==> src/hdl/lzohc_pkg.sv <==
package lzohc_pkg;

    localparam int DIM_W = 12;
    localparam int OFS_W = 22;

    localparam logic [1:0] KIND_ADD   = 2'd0;
    localparam logic [1:0] KIND_SET   = 2'd1;
    localparam logic [1:0] KIND_QUERY = 2'd2;
    localparam logic [1:0] KIND_CLICK = 2'd3;

    localparam logic [1:0] ST_OK      = 2'd0;
    localparam logic [1:0] ST_BAD     = 2'd1;
    localparam logic [1:0] ST_OUTSIDE = 2'd2;

    localparam logic [1:0] CFG_VP_WIDTH  = 2'd0;
    localparam logic [1:0] CFG_VP_HEIGHT = 2'd1;

    typedef struct packed {
        logic [1:0]              kind;
        logic [2:0]              slot;
        logic signed [DIM_W-1:0] pos_x;
        logic signed [DIM_W-1:0] pos_y;
        logic [DIM_W-1:0]        size_w;
        logic [DIM_W-1:0]        size_h;
        logic                    visible;
    } in_item_t;

    typedef struct packed {
        logic             covered;
        logic [2:0]       hit_layer;
        logic [OFS_W-1:0] source_offset;
        logic             focus_valid;
        logic [2:0]       focus_layer;
        logic [1:0]       status;
    } out_item_t;

    // sequencing commands from controller to datapath
    typedef struct packed {
        logic load;
        logic cmp;
        logic pick;
        logic fin;
    } lzohc_cmd_t;

endpackage

==> src/hdl/lzohc_ctrl.sv <==
module lzohc_ctrl
    import lzohc_pkg::*;
(
    input  logic       clk,
    input  logic       rst_n,
    input  logic       start,
    output logic       busy,
    output lzohc_cmd_t cmd
);

    localparam logic [1:0] S_IDLE = 2'd0;
    localparam logic [1:0] S_CMP  = 2'd1;
    localparam logic [1:0] S_PICK = 2'd2;
    localparam logic [1:0] S_FIN  = 2'd3;

    logic [1:0] state_reg;
    logic [1:0] state_next;

    always_comb
    begin
        state_next = state_reg;
        unique case (state_reg)
            S_IDLE:
            begin
                if (start)
                begin
                    state_next = S_CMP;
                end
            end
            S_CMP:   state_next = S_PICK;
            S_PICK:  state_next = S_FIN;
            S_FIN:   state_next = S_IDLE;
            default: state_next = S_IDLE;
        endcase
    end

    always_ff @(posedge clk or negedge rst_n)
    begin
        if (!rst_n)
        begin
            state_reg <= S_IDLE;
        end
        else
        begin
            state_reg <= state_next;
        end
    end

    assign busy     = (state_reg != S_IDLE);
    assign cmd.load = (state_reg == S_IDLE) && start;
    assign cmd.cmp  = (state_reg == S_CMP);
    assign cmd.pick = (state_reg == S_PICK);
    assign cmd.fin  = (state_reg == S_FIN);

endmodule

==> src/hdl/lzohc_dp.sv <==
module lzohc_dp
    import lzohc_pkg::*;
#(
    parameter int LAYERS  = 8,
    parameter int MAX_DIM = 2048
)
(
    input  logic        clk,
    input  logic        rst_n,
    input  lzohc_cmd_t  cmd,
    input  in_item_t    item,
    input  logic        cfg_valid,
    input  logic [1:0]  cfg_index,
    input  logic [11:0] cfg_data,
    output logic        done,
    output out_item_t   result
);

    localparam int IW = (LAYERS > 1) ? $clog2(LAYERS) : 1;
    localparam int CW = $clog2(LAYERS + 1);
    localparam logic [CW-1:0] FULL = CW'(LAYERS);

    function automatic logic [DIM_W-1:0] clamp_dim(input logic [DIM_W-1:0] v);
        if (32'(v) > MAX_DIM)
        begin
            return DIM_W'(MAX_DIM);
        end
        return v;
    endfunction

    // configuration
    logic [DIM_W-1:0] vp_w_reg;
    logic [DIM_W-1:0] vp_h_reg;

    always_ff @(posedge clk or negedge rst_n)
    begin
        if (!rst_n)
        begin
            vp_w_reg <= '0;
            vp_h_reg <= '0;
        end
        else if (cfg_valid)
        begin
            if (cfg_index == CFG_VP_WIDTH)
            begin
                vp_w_reg <= clamp_dim(cfg_data);
            end
            else if (cfg_index == CFG_VP_HEIGHT)
            begin
                vp_h_reg <= clamp_dim(cfg_data);
            end
        end
    end

    // latched item, sizes saturated on the way in
    in_item_t it_reg;
    in_item_t item_sat;

    always_comb
    begin
        item_sat        = item;
        item_sat.size_w = clamp_dim(item.size_w);
        item_sat.size_h = clamp_dim(item.size_h);
    end

    always_ff @(posedge clk)
    begin
        if (cmd.load)
        begin
            it_reg <= item_sat;
        end
    end

    // layer table
    logic signed [DIM_W-1:0] left_reg  [LAYERS];
    logic signed [DIM_W-1:0] top_reg   [LAYERS];
    logic [DIM_W-1:0]        wid_reg   [LAYERS];
    logic [DIM_W-1:0]        hgt_reg   [LAYERS];
    logic [IW-1:0]           zord_reg  [LAYERS];
    logic [LAYERS-1:0]       shown_reg;
    logic [CW-1:0]           count_reg;
    logic                    focus_reg;
    logic [IW-1:0]           front_reg;

    // per-slot hit lanes
    logic [LAYERS-1:0] cov_slot;
    logic [LAYERS-1:0] cov_z;
    logic [LAYERS-1:0] cov_reg;

    for (genvar g = 0; g < LAYERS; g++)
    begin : g_lane
        logic signed [DIM_W+1:0] right;
        logic signed [DIM_W+1:0] bottom;
        logic signed [DIM_W+1:0] px;
        logic signed [DIM_W+1:0] py;
        assign right  = (DIM_W+2)'(left_reg[g]) + $signed({2'b00, wid_reg[g]});
        assign bottom = (DIM_W+2)'(top_reg[g]) + $signed({2'b00, hgt_reg[g]});
        assign px     = (DIM_W+2)'(it_reg.pos_x);
        assign py     = (DIM_W+2)'(it_reg.pos_y);
        assign cov_slot[g] = shown_reg[g]
                           && (px >= (DIM_W+2)'(left_reg[g])) && (px < right)
                           && (py >= (DIM_W+2)'(top_reg[g])) && (py < bottom);
        assign cov_z[g] = (CW'(g) < count_reg) && cov_slot[zord_reg[g]];
    end

    always_ff @(posedge clk)
    begin
        if (cmd.cmp)
        begin
            cov_reg <= cov_z;
        end
    end

    // topmost covering z position
    logic          found;
    logic [IW-1:0] pos;

    always_comb
    begin
        found = 1'b0;
        pos   = '0;
        for (int i = 0; i < LAYERS; i++)
        begin
            if (cov_reg[i])
            begin
                found = 1'b1;
                pos   = IW'(i);
            end
        end
    end

    logic                  found_reg;
    logic [IW-1:0]         pos_reg;
    logic [IW-1:0]         hs_reg;
    logic [DIM_W-1:0]      row_reg;
    logic [DIM_W-1:0]      col_reg;
    logic [DIM_W-1:0]      hw_reg;
    logic [IW-1:0]         hs;

    assign hs = zord_reg[pos];

    always_ff @(posedge clk)
    begin
        if (cmd.pick)
        begin
            found_reg <= found;
            pos_reg   <= pos;
            hs_reg    <= hs;
            row_reg   <= DIM_W'(it_reg.pos_y - top_reg[hs]);
            col_reg   <= DIM_W'(it_reg.pos_x - left_reg[hs]);
            hw_reg    <= wid_reg[hs];
        end
    end

    // final stage: table updates and result
    logic              outside;
    logic [CW-1:0]     last;
    logic [IW-1:0]     new_slot;
    logic [2*DIM_W-1:0] prod;
    out_item_t         result_next;
    logic              focus_next;
    logic [IW-1:0]     front_next;

    assign outside  = it_reg.pos_x[DIM_W-1] || it_reg.pos_y[DIM_W-1]
                    || (DIM_W'(it_reg.pos_x) >= vp_w_reg)
                    || (DIM_W'(it_reg.pos_y) >= vp_h_reg);
    assign last     = count_reg - CW'(1);
    assign new_slot = IW'(count_reg);
    assign prod     = row_reg * hw_reg;

    always_comb
    begin
        result_next = '0;
        focus_next  = focus_reg;
        front_next  = front_reg;
        case (it_reg.kind)
            KIND_ADD:
            begin
                if (count_reg >= FULL)
                begin
                    result_next.status = ST_BAD;
                end
                else
                begin
                    focus_next            = 1'b1;
                    front_next            = new_slot;
                    result_next.hit_layer = 3'(new_slot);
                end
            end
            KIND_SET:
            begin
                if (32'(it_reg.slot) >= 32'(count_reg))
                begin
                    result_next.status = ST_BAD;
                end
            end
            KIND_QUERY:
            begin
                if (outside)
                begin
                    result_next.status = ST_OUTSIDE;
                end
                else if (found_reg)
                begin
                    result_next.covered       = 1'b1;
                    result_next.hit_layer     = 3'(hs_reg);
                    result_next.source_offset = OFS_W'(prod + (2*DIM_W)'(col_reg));
                end
            end
            default:
            begin
                if (count_reg == '0)
                begin
                    focus_next = 1'b0;
                end
                else if (found_reg)
                begin
                    focus_next            = 1'b1;
                    front_next            = hs_reg;
                    result_next.hit_layer = 3'(hs_reg);
                end
            end
        endcase
        result_next.focus_valid = focus_next;
        result_next.focus_layer = focus_next ? 3'(front_next) : 3'd0;
    end

    logic set_ok;
    logic add_ok;
    logic [IW-1:0] wslot;

    assign add_ok = (it_reg.kind == KIND_ADD) && (count_reg < FULL);
    assign set_ok = (it_reg.kind == KIND_SET) && (32'(it_reg.slot) < 32'(count_reg));
    assign wslot  = add_ok ? new_slot : IW'(it_reg.slot);

    always_ff @(posedge clk or negedge rst_n)
    begin
        if (!rst_n)
        begin
            shown_reg <= '0;
            count_reg <= '0;
            focus_reg <= 1'b0;
            front_reg <= '0;
            done      <= 1'b0;
        end
        else
        begin
            done <= cmd.fin;
            if (cmd.fin)
            begin
                focus_reg <= focus_next;
                front_reg <= front_next;
                if (add_ok || set_ok)
                begin
                    shown_reg[wslot] <= it_reg.visible;
                end
                if (add_ok)
                begin
                    count_reg <= count_reg + CW'(1);
                end
            end
        end
    end

    always_ff @(posedge clk)
    begin
        if (cmd.fin)
        begin
            result <= result_next;
            if (add_ok || set_ok)
            begin
                left_reg[wslot] <= it_reg.pos_x;
                top_reg[wslot]  <= it_reg.pos_y;
                wid_reg[wslot]  <= it_reg.size_w;
                hgt_reg[wslot]  <= it_reg.size_h;
            end
            if (add_ok)
            begin
                zord_reg[wslot] <= new_slot;
            end
            if ((it_reg.kind == KIND_CLICK) && (count_reg != '0) && found_reg)
            begin
                for (int i = 0; i < LAYERS; i++)
                begin
                    if (CW'(i) == last)
                    begin
                        zord_reg[i] <= hs_reg;
                    end
                    else if ((CW'(i) >= CW'(pos_reg)) && (CW'(i) < last))
                    begin
                        zord_reg[i] <= zord_reg[(i + 1) % LAYERS];
                    end
                end
            end
        end
    end

endmodule

==> src/hdl/layer_z_order_hit_compositor.sv <==
// Layer table with z order and hit testing.
// Item channel: present an item on 'item' with 'start' high; it is taken at a
// clock edge where start is high and busy is low. Kinds: add layer on top,
// set a layer's geometry, query one viewport pixel, click to raise a layer.
// Result: one beat per item on 'result', marked by 'done' for exactly one
// cycle. The receiver cannot stall; it must take the beat in that cycle.
// After the accepting edge the item passes the registered steps lane
// compare, topmost pick, then multiply and table update, after which done
// rises. The controller's four-state sequence takes no new item until the
// last one is through; busy drops in the cycle done is high, so the next
// item may be taken at the edge that ends it.
// Config channel: cfg_valid/cfg_ready with cfg_index (0 viewport width,
// 1 viewport height) and cfg_data; cfg_ready is always high. Write only while
// idle. Sizes saturate at MAX_DIM.
// Reset (rst_n low, async): table empty, no focus, viewport 0 by 0, so
// every query reports outside until the viewport is written.
module layer_z_order_hit_compositor
    import lzohc_pkg::*;
#(
    parameter int LAYERS  = 8,
    parameter int MAX_DIM = 2048
)
(
    input  logic        clk,
    input  logic        rst_n,
    input  logic        start,
    output logic        busy,
    input  in_item_t    item,
    input  logic        cfg_valid,
    output logic        cfg_ready,
    input  logic [1:0]  cfg_index,
    input  logic [11:0] cfg_data,
    output logic        done,
    output out_item_t   result
);

    lzohc_cmd_t cmd;

    assign cfg_ready = 1'b1;

    // sequencer
    lzohc_ctrl u_ctrl (
        .clk   (clk),
        .rst_n (rst_n),
        .start (start),
        .busy  (busy),
        .cmd   (cmd)
    );

    // table, compare lanes, offset multiply
    lzohc_dp #(
        .LAYERS  (LAYERS),
        .MAX_DIM (MAX_DIM)
    ) u_dp (
        .clk       (clk),
        .rst_n     (rst_n),
        .cmd       (cmd),
        .item      (item),
        .cfg_valid (cfg_valid),
        .cfg_index (cfg_index),
        .cfg_data  (cfg_data),
        .done      (done),
        .result    (result)
    );

endmodule
==> config.mk <==
export PLATFORM = sky130hd
export DESIGN_NAME = layer_z_order_hit_compositor
export DESIGN_NICKNAME = d
export VERILOG_FILES = /design/src/hdl/lzohc_pkg.sv /design/src/hdl/lzohc_ctrl.sv /design/src/hdl/lzohc_dp.sv /design/src/hdl/layer_z_order_hit_compositor.sv
export SDC_FILE = /design/constraint.sdc
export NUM_CORES = 2
export LEC_CHECK = 0
export BUFFER_PORTS_ARGS = -buffer_cell sky130_fd_sc_hd__buf_4
export CORE_MARGIN = 2
export CORE_UTILIZATION = 40
export DETAILED_ROUTE_END_ITERATION = 6
export GPL_TIMING_DRIVEN = 0
export SYNTH_ARGS = -nofsm -noshare
export SYNTH_HDL_FRONTEND = slang
export SYNTH_SLANG_ARGS = --single-unit
==> constraint.sdc <==
create_clock -name clk -period 10.7 [get_ports clk]
set_input_delay 1.07 -clock clk [delete_from_list [all_inputs] [get_ports clk]]
set_output_delay 1.07 -clock clk [all_outputs]
set_load 0.05 [all_outputs]
=== Word-level counts from Yosys, hierarchy flattened ===
Memories as Yosys holds them, arrays and structs flattened. A register that Yosys moved wholly into a read port is not among the register bits.
Index checks and enable logic that the tools add are counted.
W data, S select, Z words.

* Logic and storage cells: 379
* Memory bits (writable): 408
* Output and inout bits: 35
* Bits in registers: 168
* Memories kept: 5

* Mux-type cells: 152
* Eq/ne operators: 15
* Bitwise operators: 11
* Reduce and logical (&&, ||, !) cells: 73
* $add $sub $neg: 21
* $lt $le $gt $ge: 74
* Multiply operators: 1

{| class="wikitable"
|+ Memory list
! memory !! depth !! width !! rd ports !! clocked after memory_dff !! wr ports !! RTL line !! source
|-
| u_dp.hgt_reg || 8 || 12 || 8 || 0 || 1 || lzohc_dp.sv:78 || <nowiki>logic [DIM_W-1:0] hgt_reg [LAYERS];</nowiki>
|-
| u_dp.left_reg || 8 || 12 || 9 || 0 || 1 || lzohc_dp.sv:75 || <nowiki>logic signed [DIM_W-1:0] left_reg [LAYERS];</nowiki>
|-
| u_dp.top_reg || 8 || 12 || 9 || 0 || 1 || lzohc_dp.sv:76 || <nowiki>logic signed [DIM_W-1:0] top_reg [LAYERS];</nowiki>
|-
| u_dp.wid_reg || 8 || 12 || 9 || 1 || 1 || lzohc_dp.sv:77 || <nowiki>logic [DIM_W-1:0] wid_reg [LAYERS];</nowiki>
|-
| u_dp.zord_reg || 8 || 3 || 9 || 0 || 8 || lzohc_dp.sv:79 || <nowiki>logic [IW-1:0] zord_reg [LAYERS];</nowiki>
|}

{| class="wikitable"
|+ Operators by type and width
! cell !! count
|-
| $add A12 B13 Y14 || 16
|-
| $lt A12 B14 Y1 || 16
|-
| $ge A12 B12 Y1 || 18
|-
| $mux W1 || 103
|-
| $mux W12 || 7
|-
| $mux W3 || 21
|-
| $logic_and A1 B1 Y1 || 53
|-
| $gt A12 B12 Y1 const B || 3
|-
| $lt A3 B4 Y1 const B || 9
|-
| $lt A3 B4 Y1 const A || 8
|-
| $mux W26 || 1
|-
| $mux W25 || 1
|-
| $bmux W1 S3 || 8
|-
| $sub A12 B12 Y12 || 2
|-
| $add A22 B12 Y22 || 1
|-
| $mul A12 B12 Y22 || 1
|-
| $eq A3 B4 Y1 const A || 4
|-
| $lt A1 B4 Y1 const A || 4
|-
| $lt A2 B4 Y1 const A || 4
|-
| $ge A3 B3 Y1 const A || 3
|-
| $pmux W3 S3 || 1
|-
| $bwmux W8 || 1
|-
| $eq A2 B2 Y1 const B || 4
|-
| $eq A2 B4 Y1 const A || 2
|-
| other kinds (30) || 56
|}

=== Depth between registers and ports, before layout ===
* Depth after elaboration: 11
* Gate-level depth with buffers: 24

=== By module ===
A second synthesis with hierarchy kept.

* Cells, all modules: 4,606
* Area total of the unflattened synthesis: 46,792.4 sq um

{| class="wikitable"
|+ By module, submodules not included
! module !! times used !! cells each !! area an instance (sq um) !! seq. area each (sq um)
|-
| lzohc_dp || 1 || 4,589 || 46,607.2 || 17,391.7
|-
| lzohc_ctrl || 1 || 15 || 173.9 || 50.0
|-
| layer_z_order_hit_compositor || 1 || 2 || 11.3 || 0.0
|}

=== Worst setup path after synthesis ===
No wires, ideal clock.

* Path type: register to register
* Start point: register u_dp.row_reg[8]
* End point: register, netlist name u_dp.result[27]
* Data required time: 10,441 ps
* Cell stages (with the launch flop): 20
* Period minus slack after synthesis: 5,493 ps
* Path slack: 5,207 ps
* Arrival: 5,234 ps
* Path buffers: 1
* Cell sequence: edfxtp_1 clkbuf_1 and2_1 fa_1 inv_1 fa_1 inv_1 fa_1 fa_1 inv_1 fa_1 inv_1 ha_1 a21o_1 a21oi_1 a31oi_1 a41o_1 o41ai_1 nor3_1 a211o_1

* Longest elaborated chain between the ends: 2

{| class="wikitable"
|+ RTL lines
! what !! RTL line !! source
|-
| start: declaration || lzohc_dp.sv:135 || <nowiki>logic [DIM_W-1:0] row_reg;</nowiki>
|-
| start signal: assignment || lzohc_dp.sv:149 || <nowiki>row_reg <= DIM_W'(it_reg.pos_y - top_reg[hs]);</nowiki>
|-
| $mul A12 B12 Y22 || lzohc_dp.sv:169 || <nowiki>assign prod = row_reg * hw_reg;</nowiki>
|-
| $add A22 B12 Y22 || lzohc_dp.sv:207 || <nowiki>result_next.source_offset = OFS_W'(prod + (2*DIM_W)'(col_reg));</nowiki>
|}

Every way passes these cells.
A chain may end at the register's enable or synchronous reset.

=== Final worst setup path ===
* Start point: register u_dp.cov_reg[7]
* End point: register u_dp.col_reg[11], data pin

* Longest elaborated chain between the ends: 4

{| class="wikitable"
|+ RTL lines
! what !! RTL line !! source
|-
| start: declaration || lzohc_dp.sv:88 || <nowiki>logic [LAYERS-1:0] cov_reg;</nowiki>
|-
| start signal: assignment || lzohc_dp.sv:110 || <nowiki>cov_reg <= cov_z;</nowiki>
|-
| $mux W3 || lzohc_dp.sv:124 || <nowiki>if (cov_reg[i])</nowiki>
|-
| net u_dp.pos[2] || lzohc_dp.sv:116 || <nowiki>logic [IW-1:0] pos;</nowiki>
|-
| $mem_v2 Z8 W3 || n/a ||
|-
| $mem_v2 Z8 W12 || n/a ||
|-
| $sub A12 B12 Y12 || lzohc_dp.sv:150 || <nowiki>col_reg <= DIM_W'(it_reg.pos_x - left_reg[hs]);</nowiki>
|-
| end signal: assignment || lzohc_dp.sv:150 ||
|-
| end: declaration || lzohc_dp.sv:136 || <nowiki>logic [DIM_W-1:0] col_reg;</nowiki>
|}

The timed path passes the listed nets, and every way through them passes these cells.

==> impl_table.tex <==
\begin{tabular}{lr}
\hline
Metric & Value \\
\hline
\multicolumn{2}{l}{\textbf{STA}} \\
Total negative slack for setup checks & 0 ns \\
Headroom to the max-slew limit & 0.0338 \\
Final worst slack & 4.09 ns \\
Transition time at the pin with the least slew margin & 1.45 ns \\
Final setup viols & 0 \\
Final worst-path cycle share & 0.618 \\
Setup repair after global routing missed its margin & false \\
Max Clock Freq & 0.151 GHz \\
Max-slew violation total from the final report & 0 \\
Shortest clock period the worst path allows after layout & 6.61 ns \\
Maximum clock skew at final layout & 0.0263 ns \\
Final worst hold slack & 0.476 ns \\
Final number of hold-violating endpoints & 0 \\
\multicolumn{2}{l}{\textbf{Yosys}} \\
Adder and majority gate portion of the synthesized area & 0.252 \\
Top cells by area, synth & sky130\_fd\_sc\_hd\_\_edfxtp\_1, sky130\_fd\_sc\_hd\_\_ha\_1, sky130\_fd\_sc\_hd\_\_fa\_1, sky130\_fd\_sc\_hd\_\_inv\_1, sky130\_fd\_sc\_hd\_\_nand2\_1 \\
Number of flip-flops and latches in the synthesized netlist & 588 \\
EDFF count, synth & 545 \\
Complex-gate fraction of the synthesized area & 0.156 \\
Combinational family with the most area after synthesis & adder cells \\
Post-synthesis cell type with the largest combined area & sky130\_fd\_sc\_hd\_\_edfxtp\_1 \\
Predominant post-synthesis flop cell & sky130\_fd\_sc\_hd\_\_edfxtp\_1 \\
Share of cell area taken by muxes after synthesis & 0.00643 \\
Synthesized area per cell & 10.2 sq um \\
Number of standard cells after synthesis & 4538 \\
Synth unique cells & 87 \\
Synthesized-area fraction occupied by xor and xnor cells & 0.0416 \\
Post-synth design cell area & 46500 sq um \\
Proportion of synthesized flip-flops having asynchronous set or reset & 0.0731 \\
Simple-gate share of the synthesized area & 0.114 \\
Post-synth top area share & 0.352 \\
Number of warnings printed during yosys synthesis & 0 \\
Portion of the post-synthesis area used by sequential elements & 0.375 \\
Nets in the synthesized netlist & 5469 \\
\multicolumn{2}{l}{\textbf{Floorplanning}} \\
Die H & 345 um \\
Number of rows in the core area & 125 \\
Overall die width & 345 um \\
Core area & 116000 sq um \\
Total die area & 119000 sq um \\
Initial core utilization & 0.402 \\
IO Pins & 107 \\
\multicolumn{2}{l}{\textbf{CTS}} \\
Clock tree from TritonCTS & yes \\
Clock buffer count from CTS & 72 \\
Maximum number of buffers from clock root to sink & 3 \\
Clock slew at reported path FFs & 0.06 ns \\
Total number of clock tree sinks & 588 \\
Gates resized, CTS repair & 0 \\
CTS root buf & sky130\_fd\_sc\_hd\_\_clkbuf\_16 \\
Number of buffers inserted to repair setup after CTS & 0 \\
Total number of H-tree levels & 3 \\
Clk Latency, worst-skew pair & 0.66 ns \\
Number of hold-repair buffers added at the cts stage & 0 \\
\multicolumn{2}{l}{\textbf{Drt}} \\
Number of nets still failing antenna checks after routing & 0 \\
Vias per std cell & 5.61 \\
Number of DRC violations after detailed-routing iteration 0 & 3068 \\
Detail-routed net length per standard cell & 21.8 um \\
Via count & 35500 \\
Total iterations of the first detailed-routing run & 6 \\
Drt total wl & 138000 um \\
Residual DRC count & 0 \\
\multicolumn{2}{l}{\textbf{Worst setup path}} \\
Data arrival time at the worst-slack endpoint & 6.93 ns \\
Crit path capture type & register \\
Max FO, Critical Path & 10 \\
Crit path required time & 11.02 ns \\
Type of origin of the critical path & register \\
Path type of the worst setup path & reg2reg \\
\multicolumn{2}{l}{\textbf{Place}} \\
Worst slack after detailed placement & 4.27 ns \\
Buffers added on ports & 105 \\
Final HPWL DP & 107000 um \\
Gp weighted congestion & 0.960 \\
\multicolumn{2}{l}{\textbf{Job}} \\
Max\_cap viols & 0 \\
\multicolumn{2}{l}{\textbf{Global routing}} \\
GRT Overall Usage & 0.233 \\
First-pass GRT wire length & 209000 um \\
Via count of the first global-routing pass & 34900 \\
Antenna violations before repair & 8 \\
Global route total overflow & 0 \\
Largest net degree at the start of global routing & 49 \\
\multicolumn{2}{l}{\textbf{Min path}} \\
Class of the tightest hold or removal check & reg2reg \\
\multicolumn{2}{l}{\textbf{Layout}} \\
Signed area change from the synthesized netlist to the final layout & 12.6\% \\
Share of final-layout standard cells stronger than drive strength 1 & 0.0679 \\
Net count, final & 5679 \\
\multicolumn{2}{l}{\textbf{Status}} \\
Result of the run & completed \\
\hline
\end{tabular}
path summary, 6_finish.rpt:
check	from	end	slack, ns	depth (start not counted)
setup / recovery	u_dp.cov_reg[7]	u_dp.col_reg[11]	4.09	22
hold / removal	u_dp.vp_h_reg[2]	u_dp.vp_h_reg[2]	0.48	2
setup reg to reg	u_dp.cov_reg[7]	u_dp.col_reg[11]	4.09	22
hold reg to reg	u_dp.vp_h_reg[2]	u_dp.vp_h_reg[2]	0.48	2
max in group asynchronous	rst_n	u_dp.shown_reg[1]	9.62	1
min in group asynchronous	rst_n	u_dp.front_reg[1]	0.53	1
worst max-delay path, cell delays in order, from the launching register on:
cell                       delay, ns
sky130_fd_sc_hd__edfxtp_1       0.51
sky130_fd_sc_hd__nor4_4         0.49
sky130_fd_sc_hd__inv_2          0.13
sky130_fd_sc_hd__mux2i_1        0.14
sky130_fd_sc_hd__a21oi_1        0.10
sky130_fd_sc_hd__nand3b_1       0.12
sky130_fd_sc_hd__o311a_1        0.22
sky130_fd_sc_hd__buf_2          0.26
sky130_fd_sc_hd__buf_2          0.33
sky130_fd_sc_hd__clkbuf_1       0.76
sky130_fd_sc_hd__nand2_1        0.11
sky130_fd_sc_hd__a311oi_1       0.71
sky130_fd_sc_hd__a31oi_1        0.21
sky130_fd_sc_hd__ha_1           0.37
sky130_fd_sc_hd__o21a_1         0.12
sky130_fd_sc_hd__o31a_1         0.13
sky130_fd_sc_hd__o211ai_1       0.17
sky130_fd_sc_hd__nand2_1        0.12
sky130_fd_sc_hd__a311o_1        0.46
sky130_fd_sc_hd__and3b_1        0.24
sky130_fd_sc_hd__o2111a_1       0.24
sky130_fd_sc_hd__nor2_1         0.08
sky130_fd_sc_hd__nand3_1        0.22
cells by family (layout without fill, tap and decap cells):
group           Yosys count  after routing
mux                      28             28
compound gates         1077           1077
fa+ha+maj               859            859
xor+xnor                221            221
simple gates           1115           1115
buf+inv                 649            914
flops                   588            588
other cells               1              2
routing by layer:
metal | vias up | global-route usage | share of wire
li1 | 16800 | - | -
met1 | 17300 | 0.323 | 0.45
met2 | 1119 | 0.379 | 0.46
met3 | 188 | 0.0338 | 0.070
met4 | 2 | 0.0627 | 0.026
met5 | - | 0 | 0.000058
cells in the mapped netlist (9+ instances only):
cell type and n:
sky130_fd_sc_hd__nor2_1 229, sky130_fd_sc_hd__mux2_2 12, sky130_fd_sc_hd__a31oi_1 61, sky130_fd_sc_hd__o21ai_1 14
sky130_fd_sc_hd__nand2b_1 79, sky130_fd_sc_hd__buf_2 31, sky130_fd_sc_hd__nand2_1 411, sky130_fd_sc_hd__o21bai_1 46
sky130_fd_sc_hd__nor2b_1 61, sky130_fd_sc_hd__buf_1 10, sky130_fd_sc_hd__o2111a_1 11, sky130_fd_sc_hd__a21boi_0 11
sky130_fd_sc_hd__clkbuf_1 68, sky130_fd_sc_hd__a2111oi_0 26, sky130_fd_sc_hd__and3_1 30, sky130_fd_sc_hd__nor3_1 43
sky130_fd_sc_hd__xnor2_1 119, sky130_fd_sc_hd__o2111ai_1 20, sky130_fd_sc_hd__a32oi_1 11, sky130_fd_sc_hd__dfrtp_1 43
sky130_fd_sc_hd__a311oi_1 38, sky130_fd_sc_hd__o211ai_1 74, sky130_fd_sc_hd__xor2_1 102, sky130_fd_sc_hd__o221ai_1 9
sky130_fd_sc_hd__inv_1 524, sky130_fd_sc_hd__o41ai_1 17, sky130_fd_sc_hd__nand3_1 83, sky130_fd_sc_hd__ha_1 731
sky130_fd_sc_hd__a21oi_1 250, sky130_fd_sc_hd__a211o_1 14, sky130_fd_sc_hd__nor4_1 14, sky130_fd_sc_hd__mux2i_1 13
sky130_fd_sc_hd__o21a_1 24, sky130_fd_sc_hd__a221oi_1 12, sky130_fd_sc_hd__nand4_1 29, sky130_fd_sc_hd__o22ai_1 9
sky130_fd_sc_hd__edfxtp_1 545, sky130_fd_sc_hd__o21ai_0 170, sky130_fd_sc_hd__a21o_1 130, sky130_fd_sc_hd__and2_1 85
sky130_fd_sc_hd__a22oi_1 16, sky130_fd_sc_hd__fa_1 128, sky130_fd_sc_hd__a211oi_1 56, sky130_fd_sc_hd__a31o_1 15
sky130_fd_sc_hd__or3_1 10
through the flow:
stage / util / area (sq um) / std cells
after floorplan: - / 46500 / 4538
after global placement: 0.425 / 49200 / 6167
after detailed placement: 0.432 / 50000 / 6197
after CTS: 0.452 / 52300 / 6326
after global routing: 0.452 / 52300 / 6327
final: 0.452 / 52300 / 6328
cell type report:
| cell class | count | area (sq um) |
|---|---|---|
| Timing Repair Buffer | 136 | 1530 |
| Antenna cell | 1 | 2.50 |
| Clock buffer | 87 | 1910 |
| Buffer | 118 | 523 |
| Sequential cell | 588 | 17400 |
| Clock inverter | 42 | 444 |
| Multi-Input combinational cell | 3301 | 26600 |
| Inverter | 531 | 1990 |
| Fill cell | 10900 | 63400 |
| Tap cell | 1524 | 1910 |
cells in the final DEF (no fill, tap or decap), types with 56 or more instances in the layout:
cell                        instances
sky130_fd_sc_hd__xnor2_1          119
sky130_fd_sc_hd__clkbuf_1          79
sky130_fd_sc_hd__nand2_1          411
sky130_fd_sc_hd__nor2b_1           61
sky130_fd_sc_hd__inv_1            524
sky130_fd_sc_hd__nand3_1           83
sky130_fd_sc_hd__edfxtp_1         545
sky130_fd_sc_hd__nand2b_1          79
sky130_fd_sc_hd__buf_4            112
sky130_fd_sc_hd__o21ai_0          170
sky130_fd_sc_hd__a21o_1           130
sky130_fd_sc_hd__fa_1             128
sky130_fd_sc_hd__nor2_1           221
sky130_fd_sc_hd__and2_1            84
sky130_fd_sc_hd__xor2_1           102
sky130_fd_sc_hd__a31oi_1           61
sky130_fd_sc_hd__a21oi_1          250
sky130_fd_sc_hd__clkbuf_16         73
sky130_fd_sc_hd__ha_1             729
sky130_fd_sc_hd__a211oi_1          56
sky130_fd_sc_hd__o211ai_1          74
Power is left out: the tool's default activity adds up to more than one toggle a clock period on the data nets, which glitch-free logic cannot reach.
